## src/rtl/core/swm_pkg.sv

```systemverilog
// Shared constants and codes for the star wildcard matcher.
package swm_pkg;

  localparam int unsigned PatternMax = 32;
  localparam int unsigned LenW       = $clog2(PatternMax + 1);
  localparam int unsigned PosW       = PatternMax + 1;
  localparam int unsigned AddrW      = $clog2(PatternMax);

  localparam logic [7:0] StarByte = 8'd42;

  localparam logic [1:0] OpAppend = 2'd0;
  localparam logic [1:0] OpText   = 2'd1;
  localparam logic [1:0] OpEnd    = 2'd2;
  localparam logic [1:0] OpClear  = 2'd3;

  typedef struct packed {
    logic matched;
    logic overflow;
  } result_t;

endpackage

```

## src/rtl/core/swm_core.sv

```systemverilog
// Pattern store and live-position automaton of the star wildcard matcher.
module swm_core (
  input  logic              clk_i,
  input  logic              rst_ni,
  input  logic              step_i,
  input  logic [1:0]        op_i,
  input  logic [7:0]        sym_i,
  output swm_pkg::result_t  result_o
);

  logic [7:0]                         store_q [swm_pkg::PatternMax];
  logic [swm_pkg::PatternMax-1:0]     star_q;
  logic [swm_pkg::LenW-1:0]           len_q, len_d;
  logic [swm_pkg::PosW-1:0]           live_q, live_d;
  logic [swm_pkg::PosW-1:0]           init_q, init_d;
  logic                               ovf_q, ovf_d;

  logic [swm_pkg::PosW-1:0]           len_bit;
  logic [swm_pkg::PosW-1:0]           below_len;
  logic [swm_pkg::PatternMax-1:0]     star_v;
  logic [swm_pkg::PatternMax-1:0]     hit_v;
  logic [swm_pkg::PosW-1:0]           seed;
  logic [swm_pkg::PosW-1:0]           span;
  logic [swm_pkg::PosW:0]             span_sum;
  logic [swm_pkg::PosW-1:0]           advanced;
  logic                               sym_star;
  logic                               full;

  assign len_bit   = swm_pkg::PosW'(1) << len_q;
  assign below_len = len_bit - swm_pkg::PosW'(1);
  assign sym_star  = (sym_i == swm_pkg::StarByte);
  assign full      = (len_q == swm_pkg::LenW'(swm_pkg::PatternMax));

  always_comb begin
    for (int i = 0; i < swm_pkg::PatternMax; i++) begin
      star_v[i] = star_q[i] & below_len[i];
      hit_v[i]  = ~star_q[i] & below_len[i] & (store_q[i] == sym_i);
    end
  end

  // The live set is kept closed under stars. A text byte keeps star positions
  // and moves matching literal positions on; the new set is then closed again.
  // Runs of stars fill upward from a seed through the carry chain of one add.
  assign seed = {1'b0, live_q[swm_pkg::PatternMax-1:0] & star_v}
              | {live_q[swm_pkg::PatternMax-1:0] & hit_v, 1'b0};
  assign span = {star_v, 1'b0} | seed;
  assign span_sum = {1'b0, span} + {1'b0, seed};
  assign advanced = seed | ((span_sum[swm_pkg::PosW-1:0] ^ span) & span);

  always_comb begin
    len_d  = len_q;
    live_d = live_q;
    init_d = init_q;
    ovf_d  = ovf_q;
    if (step_i) begin
      case (op_i)
        swm_pkg::OpAppend: begin
          if (full) begin
            ovf_d = 1'b1;
          end else begin
            len_d = len_q + swm_pkg::LenW'(1);
            // A new star at the end extends closure by exactly one position.
            if (sym_star) begin
              live_d = live_q | ((live_q & len_bit) << 1);
              init_d = init_q | ((init_q & len_bit) << 1);
            end
          end
        end
        swm_pkg::OpText: begin
          live_d = advanced;
        end
        swm_pkg::OpEnd: begin
          live_d = init_q;
        end
        swm_pkg::OpClear: begin
          len_d  = '0;
          ovf_d  = 1'b0;
          live_d = swm_pkg::PosW'(1);
          init_d = swm_pkg::PosW'(1);
        end
        default: begin
          live_d = live_q;
        end
      endcase
    end
  end

  always_ff @(posedge clk_i or negedge rst_ni) begin
    if (!rst_ni) begin
      len_q  <= '0;
      live_q <= swm_pkg::PosW'(1);
      init_q <= swm_pkg::PosW'(1);
      ovf_q  <= 1'b0;
    end else begin
      len_q  <= len_d;
      live_q <= live_d;
      init_q <= init_d;
      ovf_q  <= ovf_d;
    end
  end

  always_ff @(posedge clk_i) begin
    if (step_i && (op_i == swm_pkg::OpAppend) && !full) begin
      store_q[len_q[swm_pkg::AddrW-1:0]] <= sym_i;
      star_q[len_q[swm_pkg::AddrW-1:0]]  <= sym_star;
    end
  end

  assign result_o.matched  = !ovf_q && ((live_q & len_bit) != '0);
  assign result_o.overflow = ovf_q;

endmodule

```

## src/rtl/core/star_wildcard_matcher.sv

```systemverilog
// Top level of the star wildcard matcher: stream ports, input and result registers.
//
// Glob matcher where '*' matches any run of bytes and other bytes match
// themselves. Each input word carries a kind in s_axis_tuser and a byte in
// s_axis_tdata: append a pattern byte, feed a text byte, end the text, or
// clear the pattern. Only an end-of-text word produces a result word on the
// master side, carrying the match bit and the sticky overflow flag.
// Input words are registered, then processed by the position-set automaton,
// which updates its state and loads the result register. One word is taken
// per cycle while s_axis_tready is high; the rate is set by the single pass
// through the parallel position-set update.
// When a result waits and the receiver holds m_axis_tready low, the block
// keeps taking words until an end-of-text word reaches the processing stage;
// only then is s_axis_tready dropped until the result is taken.
// Reset empties the pattern, clears the overflow flag and restarts the text.
// Appending beyond 32 pattern bytes drops the byte and sets overflow.
module star_wildcard_matcher (
  input  logic       clk_i,
  input  logic       rst_ni,
  input  logic       s_axis_tvalid,
  output logic       s_axis_tready,
  input  logic [7:0] s_axis_tdata,   // [7:0] symbol
  input  logic [1:0] s_axis_tuser,   // [1:0] operation
  output logic       m_axis_tvalid,
  input  logic       m_axis_tready,
  output logic [7:0] m_axis_tdata    // [0] matched, [1] overflow, [7:2] zero
);

  logic              in_valid_q;
  logic [1:0]        op_q;
  logic [7:0]        sym_q;
  logic              out_valid_q;
  swm_pkg::result_t  res_q;
  swm_pkg::result_t  res;
  logic              stall;
  logic              step;

  assign stall = in_valid_q && (op_q == swm_pkg::OpEnd) && out_valid_q && !m_axis_tready;
  assign step  = in_valid_q && !stall;
  assign s_axis_tready = !stall;

  always_ff @(posedge clk_i or negedge rst_ni) begin
    if (!rst_ni) begin
      in_valid_q  <= 1'b0;
      out_valid_q <= 1'b0;
    end else begin
      if (!stall) begin
        in_valid_q <= s_axis_tvalid;
      end
      if (step && (op_q == swm_pkg::OpEnd)) begin
        out_valid_q <= 1'b1;
      end else if (m_axis_tready) begin
        out_valid_q <= 1'b0;
      end
    end
  end

  always_ff @(posedge clk_i) begin
    if (!stall && s_axis_tvalid) begin
      op_q  <= s_axis_tuser;
      sym_q <= s_axis_tdata;
    end
    if (step && (op_q == swm_pkg::OpEnd)) begin
      res_q <= res;
    end
  end

  swm_core u_core (
    .clk_i    (clk_i),
    .rst_ni   (rst_ni),
    .step_i   (step),
    .op_i     (op_q),
    .sym_i    (sym_q),
    .result_o (res)
  );

  assign m_axis_tvalid = out_valid_q;
  assign m_axis_tdata  = {6'b0, res_q.overflow, res_q.matched};

endmodule

```

## config.mk

```make
export PLATFORM = sky130hd
export DESIGN_NAME = star_wildcard_matcher
export DESIGN_NICKNAME = d
export VERILOG_FILES = /design/src/rtl/core/swm_pkg.sv /design/src/rtl/core/swm_core.sv /design/src/rtl/core/star_wildcard_matcher.sv
export SDC_FILE = /design/constraint.sdc
export NUM_CORES = 1
export LEC_CHECK = 0
export BUFFER_PORTS_ARGS = -buffer_cell sky130_fd_sc_hd__buf_2
export CAP_MARGIN = 20
export CORE_MARGIN = 2
export CORE_UTILIZATION = 35
export DETAILED_ROUTE_END_ITERATION = 7
export SKIP_LAST_GASP = 1
export SYNTH_ARGS = -nofsm -noshare
export SYNTH_HDL_FRONTEND = slang
export SYNTH_SLANG_ARGS = --single-unit
```

## constraint.sdc

```tcl
create_clock -name clk_i -period 6.09 [get_ports clk_i]
set_clock_uncertainty 0.2 [all_clocks]
set_input_delay 0.3045 -clock clk_i [delete_from_list [all_inputs] [get_ports clk_i]]
set_output_delay 0.3045 -clock clk_i [all_outputs]
set_load 0.005 [all_outputs]
```

==> results of run 1 <==
[cells in the mapped netlist, drive strengths merged (5+ instances only)]
| master | instances | area, um^2 |
|---|---|---|
| edfxtp | 300 | 9010 |
| nand2 | 148 | 556 |
| xnor2 | 145 | 1270 |
| nor2 | 132 | 514 |
| xor2 | 126 | 1100 |
| a21oi | 92 | 464 |
| dfrtp | 73 | 1830 |
| buf | 56 | 327 |
| o21ai | 52 | 264 |
| a31oi | 49 | 313 |
| nand3 | 44 | 225 |
| nand4 | 42 | 263 |
| clkbuf | 39 | 146 |
| nor3 | 36 | 185 |
| nor4 | 35 | 231 |
| inv | 26 | 97.6 |
| and2 | 23 | 144 |
| and3 | 22 | 138 |
| nand2b | 22 | 138 |
| a221oi | 15 | 144 |
| nor2b | 15 | 96.3 |
| nor4b | 15 | 159 |
| o21a | 15 | 113 |
| ha | 14 | 175 |
| a21boi | 11 | 86.3 |
| a211oi | 10 | 80.1 |
| o22ai | 10 | 62.6 |
| a21o | 9 | 67.6 |
| o31ai | 8 | 60.1 |
| nor3b | 7 | 57.6 |
| a311oi | 6 | 58.8 |
| or2 | 6 | 40.1 |
| or3 | 6 | 37.5 |
| a32o | 5 | 50.1 |
| a41oi | 5 | 43.8 |
| and4 | 5 | 46.3 |
| nand4b | 5 | 43.8 |
| o2111ai | 5 | 43.8 |
| o211ai | 5 | 42.5 |
[how the worst max path moves through the flow]
| stage | from | endpoint | slack (ns) | cells past startpoint |
|---|---|---|---|---|
| 2_1_floorplan | u_core.len_q[0] | u_core.live_q[30] | 1.39 | 23 |
| 3_3_place_gp | u_core.len_q[0] | u_core.live_q[30] | 0.70 | 22 |
| 3_5_place_dp | u_core.len_q[0] | u_core.live_q[30] | 0.66 | 22 |
| 4_1_cts | u_core.len_q[0] | u_core.live_q[30] | 0.61 | 22 |
| 5_1_grt | u_core.len_q[1] | u_core.live_q[30] | 0.19 | 22 |
| 6_report | u_core.len_q[0] | u_core.live_q[30] | 0.41 | 22 |
[metal layers]
| metal | vias to the layer above | routed length (um) | GRT usage [%] |
|---|---|---|---|
| met5 | - | 0 | 0 |
| met4 | 0 | 1110 | 5.47 |
| met3 | 68 | 3460 | 3.00 |
| met2 | 471 | 24800 | 30.2 |
| met1 | 6926 | 25500 | 27.4 |
| li1 | 6352 | - | - |
[state kept, by name (all words and copies together) (netlist names)]
register / flops
in_valid_q: 1
m_axis_tdata: 2
m_axis_tvalid: 1
op_q: 2
sym_q: 8
u_core.init_q: 33
u_core.len_q: 6
u_core.live_q: 33
u_core.ovf_q: 1
u_core.star_q: 32
u_core.store_q: 256
[kinds of logic after synthesis]
family	count (synthesis)
buffers and inverters	121
XOR/XNOR	271
AO/OA/AOI/OAI	338
multiplexers	6
flip-flops	375
other	1
AND/OR/NAND/NOR	586
adder cells (fa/ha/maj)	14
[through the flow]
step           instances  util [%]  hold WS (ns)  worst slack, ns
2_1_floorplan       1717         -        -0.191             1.39
5_1_grt             2509      39.8        0.0354            0.185
3_3_place_gp        2420      37.0         0.287            0.700
3_5_place_dp        2420      37.0         0.284            0.664
6_report            2509      39.8       0.00908            0.408
4_1_cts             2507      39.7         0.214            0.607
[repair_timing]
action                    in CTS  in global routing
hold buffers                  14                  0
hold endpoints to repair      87                  0
buffers inserted               0                  0
gates resized for setup        0                  0
[power groups by stage]
stage	Clock, uW	Sequential, uW	Combinational [uW]
after floorplan	0	2930	689
after global placement	0	2940	970
after detailed placement	0	2940	977
after CTS	2560	2890	990
after global routing	2660	2900	1090
final	2520	2890	1010
[final cells by class]
| class | count | area (um^2) | area share (%) |
|---|---|---|---|
| clock buffer | 52 | 1100 | 5.01 |
| clock inverter | 21 | 249 | 1.14 |
| inverter | 26 | 97.6 | 0.446 |
| multi-input combinational | 1221 | 8030 | 36.7 |
| sequential | 375 | 10900 | 49.8 |
| tap | 748 | 936 | 4.28 |
| timing repair buffer | 66 | 573 | 2.62 |
[critical path, cell delays in order (launching register included)]
cell and delay [ns]:
sky130_fd_sc_hd__dfrtp_1 0.43, sky130_fd_sc_hd__inv_1 0.12, sky130_fd_sc_hd__ha_1 0.17, sky130_fd_sc_hd__or3b_2 0.53, sky130_fd_sc_hd__nor2_1 0.26, sky130_fd_sc_hd__inv_1 0.11, sky130_fd_sc_hd__ha_1 0.32, sky130_fd_sc_hd__nor2b_1 0.23
sky130_fd_sc_hd__nand2_1 0.11, sky130_fd_sc_hd__nand2_1 0.07, sky130_fd_sc_hd__nor2_1 0.04, sky130_fd_sc_hd__ha_1 0.19, sky130_fd_sc_hd__nor2_1 0.08, sky130_fd_sc_hd__o31ai_1 0.09, sky130_fd_sc_hd__a221o_1 0.35, sky130_fd_sc_hd__a221oi_2 0.29
sky130_fd_sc_hd__o21a_1 0.20, sky130_fd_sc_hd__o22ai_1 0.19, sky130_fd_sc_hd__a31o_1 0.27, sky130_fd_sc_hd__a311oi_1 0.54, sky130_fd_sc_hd__o21ai_1 0.26, sky130_fd_sc_hd__a311oi_2 0.37, sky130_fd_sc_hd__o22ai_1 0.12
==> reports/summary.txt, run 1 <==
Category of the most critical setup path = flip-flop to flip-flop
Final design area excluding fillers = 21,900 um^2
Via count of the first global-routing pass = 13,500
Post-place instance area = 20,300 um^2
Setup-failing EPs final = 0
Static leakage power = 0.00747 uW
FILL cells = 5,269
CTS tree = built
Fraction of power consumed by the clock network = 39.2%
RSZ-0062 raised after global routing = false
Net load switching power = 1780 uW
Internal Power = 4640 uW
Worst slew margin = 32.0%
CTS max path bufs = 3
Clock-pin transition on the worst setup and hold timing paths = 0.07 ns
Sequential power share = 45.1%
Highest-count cells in the layout ignoring fill and taps = 300 x sky130_fd_sc_hd__edfxtp_1, 148 x sky130_fd_sc_hd__nand2_1, 145 x sky130_fd_sc_hd__xnor2_1
Clock period minus final worst setup slack = 5.68 ns
Number of distinct library cells after synthesis = 102
Starting utilization of the core area = 35.4%
Largest fanout on the critical path = 5
Synth Area per Inst = 11.4 um^2
Initial DRC Count = 1,306
Type of the tightest min-delay check = primary input to async pin
Length in cells of the worst reg-to-reg path = 22
Largest family of logic cells by synthesized area = simple AND/OR/NAND/NOR gates
Xor/xnor share of the synthesized area = 12.2%
Post-Syn Instances = 1,712
Areal power density over the cells = 294 nW/um^2
Diode count = 0
Avg Vias per Cell = 5.51
Post-synthesis sequential element count = 375
Post-detailed-routing wire length = 54,900 um
Final Net Count = 1,758
Residual overflow from global routing = 0
Post-synth design cell area = 19,500 um^2
Global placer's final weighted congestion = 0.941
Ratio of cells with drive above 1 in the final layout = 8.80%
Adder-Cell Fraction of Synth Area = 0.900%
Critical R2R Launch = u_core.len_q[0]
Number of warnings issued by yosys = 0
Portion of the post-synthesis area used by sequential elements = 56.0%
Number of sinks on the clock net = 375
Reg-to-reg slack, setup = 0.41 ns
Clock root buffer = sky130_fd_sc_hd__clkbuf_16
Most used flip-flop cell after synthesis = sky130_fd_sc_hd__edfxtp_1
Residual DRC count = 0
Switching Share = 27.7%
Source-to-sink clock delay at the later pin of the worst-skew pair = 0.58 ns
Max rail drop VDD = 0.197 mV
Final max-slew violation count = 0
Global routing usage summed across all routing layers = 19.2%
Commonest non-fill, non-tap cell in the layout = sky130_fd_sc_hd__edfxtp_1
CP arrival = 5.92 ns
Power share of the combinational group = 15.7%
HPWL after detailed placement = 37,300 um
Share of synthesized area spent on multiplexers = 0.328%
I/O pin count = 24
PnR Total Power = 6420 uW
Number of levels in the clock H-tree = 2
Die X = 240 um
Capture point of the worst reg-to-reg path = u_core.live_q[30]
Inserted Clock Buffers = 40
FFs w/ async S/R, synth = 20.0%
Detailed-router iteration count before antenna repair = 5
Maximum clock rate = 0.176 GHz
Number of failing hold endpoints at the final stage = 0
Number of buffers added on ports = 17
Number of enable-type register cells in the synthesized netlist = 300
Wire length of the first global-routing pass = 84,100 um
Share of the cycle needed by the critical path after routing = 93.3%
Largest net degree at the start of global routing = 76
Setup TNS after final layout = 0 ns
Syn-to-layout area delta = 12.4%
Die Footprint = 57,500 um^2
Synth Area in Simple Gates = 15.9%
Detail-routed net length per standard cell = 21.9 um
Worst setup SP type = flip-flop
Capturing element type of the critical path = flip-flop
Area of the core = 55,000 um^2
Number of antenna violations at the first check in global routing = 1
Antenna Violating Nets Remaining = 0
Max-cap violation count = 0
Data required, critical path = 6.33 ns
Number of core rows = 86
Fraction of the mapped netlist area in compound gates = 11.8%
Die Span Y = 240 um
Via count of the routed design = 13,800
Least-Margin Pin Slew = 1.01 ns
Run status = finished, final reports clean
Note: power is estimated with default switching activity, not from simulation.
==> inputs of run 2 (changes only) <==
- ABC_AREA: default -> 1
- CTS_BUF_LIST: default -> sky130_fd_sc_hd__clkbuf_4 sky130_fd_sc_hd__clkbuf_8 sky130_fd_sc_hd__clkbuf_16
==> run 2 against run 1 <==
  * Cell area is 8.2% higher
  * Flip-flop and latch count stayed put
  * Largest power group unchanged
  * Worst setup slack better by 1.1 ns
  * Routed wire length is 29% higher
  * Global-route usage is 3.4 points higher
  * First-iteration DRC count is 44% higher
  * Area after synthesis is 8.1% higher
==> reports/summary.txt, run 2 <==
Final max-slew violation count = 0 (unchanged)
Die Span Y = 249 um (was 240 um)
Switching Share = 36.5% (was 27.7%)
Static leakage power = 0.00974 uW (was 0.00747 uW)
Number of flip-flops in the largest register = 256 (unchanged)
Setup TNS after final layout = 0 ns (unchanged)
Portion of synthesized cell area occupied by the leading cell type = 42.8% (was 46.3%)
Number of warnings issued by yosys = 0 (unchanged)
FILL cells = 5,897 (was 5,269)
Place WS = 1.64 ns (was 0.664 ns)
Post-Syn Instances = 2,349 (was 1,712)
Source-to-sink clock delay at the later pin of the worst-skew pair = 0.59 ns (was 0.58 ns)
Max rail drop VDD = 0.274 mV (was 0.197 mV)
Die Footprint = 62,100 um^2 (was 57,500 um^2)
Type of the tightest min-delay check = primary input to flip-flop (was primary input to async pin)
Max-cap violation count = 0 (unchanged)
Number of distinct library cells after synthesis = 57 (was 102)
Commonest non-fill, non-tap cell in the layout = sky130_fd_sc_hd__nand2_1 (was sky130_fd_sc_hd__edfxtp_1)
HPWL after detailed placement = 52,400 um (was 37,300 um)
Inserted Clock Buffers = 42 (was 40)
Share of the cycle needed by the critical path after routing = 75.1% (was 93.3%)
Largest fanout on the critical path = 12 (was 5)
Portion of the post-synthesis area used by sequential elements = 51.8% (was 56.0%)
Worst setup path startpoint = u_core.len_q[2] (was u_core.len_q[0])
RSZ-0062 raised after global routing = false (unchanged)
Syn-to-layout area delta = 12.4% (about the same)
Most used flip-flop cell after synthesis = sky130_fd_sc_hd__edfxtp_1 (unchanged)
I/O pin count = 24 (unchanged)
Clock period minus final worst setup slack = 4.57 ns (was 5.68 ns)
Number of enable-type register cells in the synthesized netlist = 300 (unchanged)
Die X = 249 um (was 240 um)
Top area cells in the synthesized netlist = sky130_fd_sc_hd__edfxtp_1 43%, sky130_fd_sc_hd__nand2_1 9.7%, sky130_fd_sc_hd__dfrtp_1 8.7%, sky130_fd_sc_hd__nor2_1 4.2%, sky130_fd_sc_hd__nand3_1 4.1% (was sky130_fd_sc_hd__edfxtp_1 46%, sky130_fd_sc_hd__dfrtp_1 9.4%, sky130_fd_sc_hd__xnor2_1 6.5%, sky130_fd_sc_hd__xor2_1 5.7%, sky130_fd_sc_hd__nand2_1 2.9%)
Areal power density over the cells = 325 nW/um^2 (was 294 nW/um^2)
Via count of the routed design = 17,300 (was 13,800)
Maximum clock rate = 0.219 GHz (was 0.176 GHz)
Run status = finished, final reports clean (unchanged)
Avg Vias per Cell = 5.39 (was 5.51)
Leading cell type by number of instances after synthesis = sky130_fd_sc_hd__nand2_1 (was sky130_fd_sc_hd__edfxtp_1)
Power share of the combinational group = 29.2% (was 15.7%)
Residual DRC count = 0 (unchanged)
Post-synthesis sequential element count = 375 (unchanged)
Post-synth design cell area = 21,000 um^2 (was 19,500 um^2)
Highest-count cells in the layout ignoring fill and taps = 541 x sky130_fd_sc_hd__nand2_1, 300 x sky130_fd_sc_hd__edfxtp_1, 233 x sky130_fd_sc_hd__nor2_1 (was 300 x sky130_fd_sc_hd__edfxtp_1, 148 x sky130_fd_sc_hd__nand2_1, 145 x sky130_fd_sc_hd__xnor2_1)
Via count of the first global-routing pass = 16,400 (was 13,500)
CTS tree = built (unchanged)
Number of sinks on the clock net = 375 (unchanged)
Clock root buffer = sky130_fd_sc_hd__clkbuf_16 (unchanged)
Ratio of cells with drive above 1 in the final layout = 13.6% (was 8.80%)
Number of failing hold endpoints at the final stage = 0 (unchanged)
Synth cell count leaders = 541 x sky130_fd_sc_hd__nand2_1, 300 x sky130_fd_sc_hd__edfxtp_1, 234 x sky130_fd_sc_hd__nor2_1 (was 300 x sky130_fd_sc_hd__edfxtp_1, 148 x sky130_fd_sc_hd__nand2_1, 145 x sky130_fd_sc_hd__xnor2_1)
Fraction of power consumed by the clock network = 32.3% (was 39.2%)
Critical R2R Launch = u_core.len_q[2] (was u_core.len_q[0])
Startpoint of the lowest-slack hold path = s_axis_tdata[7]
Diode count = 0 (unchanged)
Worst setup SP type = flip-flop (unchanged)
Setup-failing EPs final = 0 (unchanged)
CP arrival = 4.88 ns (was 5.92 ns)
Synth Area per Inst = 8.96 um^2 (was 11.4 um^2)
Global placer's final weighted congestion = 1.05 (was 0.941)
Category of the most critical setup path = flip-flop to flip-flop (unchanged)
Number of levels in the clock H-tree = 2 (unchanged)
Post-detailed-routing wire length = 70,700 um (was 54,900 um)
Initial DRC Count = 1,883 (was 1,306)
Final worst slack = 1.52 ns (was 0.408 ns)
CTS max path bufs = 3 (unchanged)
Largest net degree at the start of global routing = 63 (was 76)
Clock-pin transition on the worst setup and hold timing paths = 0.06 ns (was 0.07 ns)
Data required, critical path = 6.40 ns (was 6.33 ns)
Residual overflow from global routing = 0 (unchanged)
Wire length of the first global-routing pass = 106,000 um (was 84,100 um)
Detail-routed net length per standard cell = 22.1 um (was 21.9 um)
Internal Power = 4880 uW (was 4640 uW)
Number of core rows = 89 (was 86)
Antenna Violating Nets Remaining = 0 (unchanged)
Area of the core = 59,200 um^2 (was 55,000 um^2)
Detailed-router iteration count before antenna repair = 5 (unchanged)
Cell taking the most area after synthesis = sky130_fd_sc_hd__edfxtp_1 (unchanged)
Starting utilization of the core area = 35.5% (was 35.4%)
Number of buffers added on ports = 17 (unchanged)
Capturing element type of the critical path = flip-flop (unchanged)
Number of antenna violations at the first check in global routing = 2 (was 1)
FFs w/ async S/R, synth = 20.0% (unchanged)
Least-Margin Pin Slew = 1.07 ns (was 1.01 ns)
Final Net Count = 2,433 (was 1,758)
Worst slew margin = 28.4% (was 32.0%)
Net load switching power = 2800 uW (was 1780 uW)
Global routing usage summed across all routing layers = 22.6% (was 19.2%)
Sequential power share = 38.5% (was 45.1%)
==> run 2: cell type report <==
type | count | area, um^2 | share of cell area [%]
flip-flops and latches | 375 | 10900 | 46.0
clock inverters | 15 | 141 | 0.598
repair buffers | 87 | 659 | 2.79
well taps | 773 | 967 | 4.09
inverters | 249 | 935 | 3.95
multi-input cells | 1650 | 8870 | 37.5
clock buffers | 57 | 1190 | 5.05
==> run 2: kinds of logic (layout without fill, tap and decap cells) <==
| family | count (synthesis) | after routing | share of synthesized area, % |
|---|---|---|---|
| other | 1 | 6 | 0.0178 |
| xor gates and xnor gates | 115 | 115 | 4.79 |
| and+or+nand+nor | 1191 | 1191 | 26.9 |
| buffers and inverters | 329 | 408 | 6.32 |
| DFF | 375 | 375 | 51.8 |
| AOI/OAI and AO/OA | 324 | 324 | 9.35 |
| adders and majority gates | 14 | 14 | 0.833 |
==> run 2: final timing paths <==
kind | slack, ns | to | depth (start not counted)
max in group asynchronous | 4.39 | u_core.live_q[18] | 3
min in group asynchronous | 0.29 | u_core.init_q[4] | 3
worst max-delay path | 1.52 | u_core.live_q[32] | 25
worst min-delay path | 0.24 | sym_q[7] | 2
worst max register to register | 1.52 | u_core.live_q[32] | 25
worst min register to register | 0.32 | u_core.live_q[0] | 2
==> run 2: per-layer routing <==
metal | part of all wire (%) | wire, um | global-route usage [%] | vias to the layer above
li1 | - | - | - | 8078
met1 | 46 | 32400 | 32.4 | 8417
met2 | 44 | 30800 | 34.5 | 675
met3 | 7.4 | 5220 | 4.21 | 120
met4 | 3.2 | 2260 | 7.33 | 2
met5 | 0.018 | 13 | 0 | -
==> run 2: what timing repair did <==
item | 4_1_cts | 5_1_grt
hold buffers | 15 | 0
setup buffers | 0 | 0
endpoints found under the hold margin | 27 | 0
gates resized for setup | 0 | 0
==> run 2: critical path, stage by stage (launching register included) <==
cell and delay, ns:
sky130_fd_sc_hd__dfrtp_1 0.70, sky130_fd_sc_hd__inv_1 0.22, sky130_fd_sc_hd__ha_1 0.27, sky130_fd_sc_hd__inv_1 0.07, sky130_fd_sc_hd__nor2_2 0.05, sky130_fd_sc_hd__nand2_4 0.15
sky130_fd_sc_hd__nand3_1 0.14, sky130_fd_sc_hd__nor2_1 0.43, sky130_fd_sc_hd__nand3_1 0.24, sky130_fd_sc_hd__nand2_1 0.23, sky130_fd_sc_hd__nand2_1 0.10, sky130_fd_sc_hd__nand3_1 0.09
sky130_fd_sc_hd__nand3_1 0.14, sky130_fd_sc_hd__nor2_2 0.20, sky130_fd_sc_hd__nand2_1 0.17, sky130_fd_sc_hd__nor2_1 0.13, sky130_fd_sc_hd__nand2_1 0.09, sky130_fd_sc_hd__nand3_1 0.19
sky130_fd_sc_hd__nand2_1 0.15, sky130_fd_sc_hd__nand3_1 0.10, sky130_fd_sc_hd__nand2_1 0.05, sky130_fd_sc_hd__nand2_1 0.11, sky130_fd_sc_hd__nand2_1 0.06, sky130_fd_sc_hd__nand2_1 0.11
sky130_fd_sc_hd__nand2_1 0.06, sky130_fd_sc_hd__nand2_1 0.05
==> run 2: per-stage QoR <==
stage / utilization [%] / instances / area, um^2 / hold slack, ns / total power, uW
floorplan: - / 2354 / 21100 / -0.191 / 4470
global placement: 37.3 / 3114 / 22100 / 0.00258 / 5180
detailed placement: 37.4 / 3116 / 22100 / -0.0000681 / 5190
CTS: 39.9 / 3203 / 23600 / 0.219 / 7680
global route: 39.9 / 3206 / 23700 / 0.235 / 8010
finish: 39.9 / 3206 / 23700 / 0.242 / 7680
==> run 2: power by group through the flow <==
stage | Combinational (uW) | Clock [uW] | Sequential [uW]
finish | 2240 | 2480 | 2960
global route | 2430 | 2620 | 2970
CTS | 2200 | 2520 | 2960
detailed placement | 2190 | 0 | 3000
global placement | 2180 | 0 | 3010
floorplan | 1500 | 0 | 2970
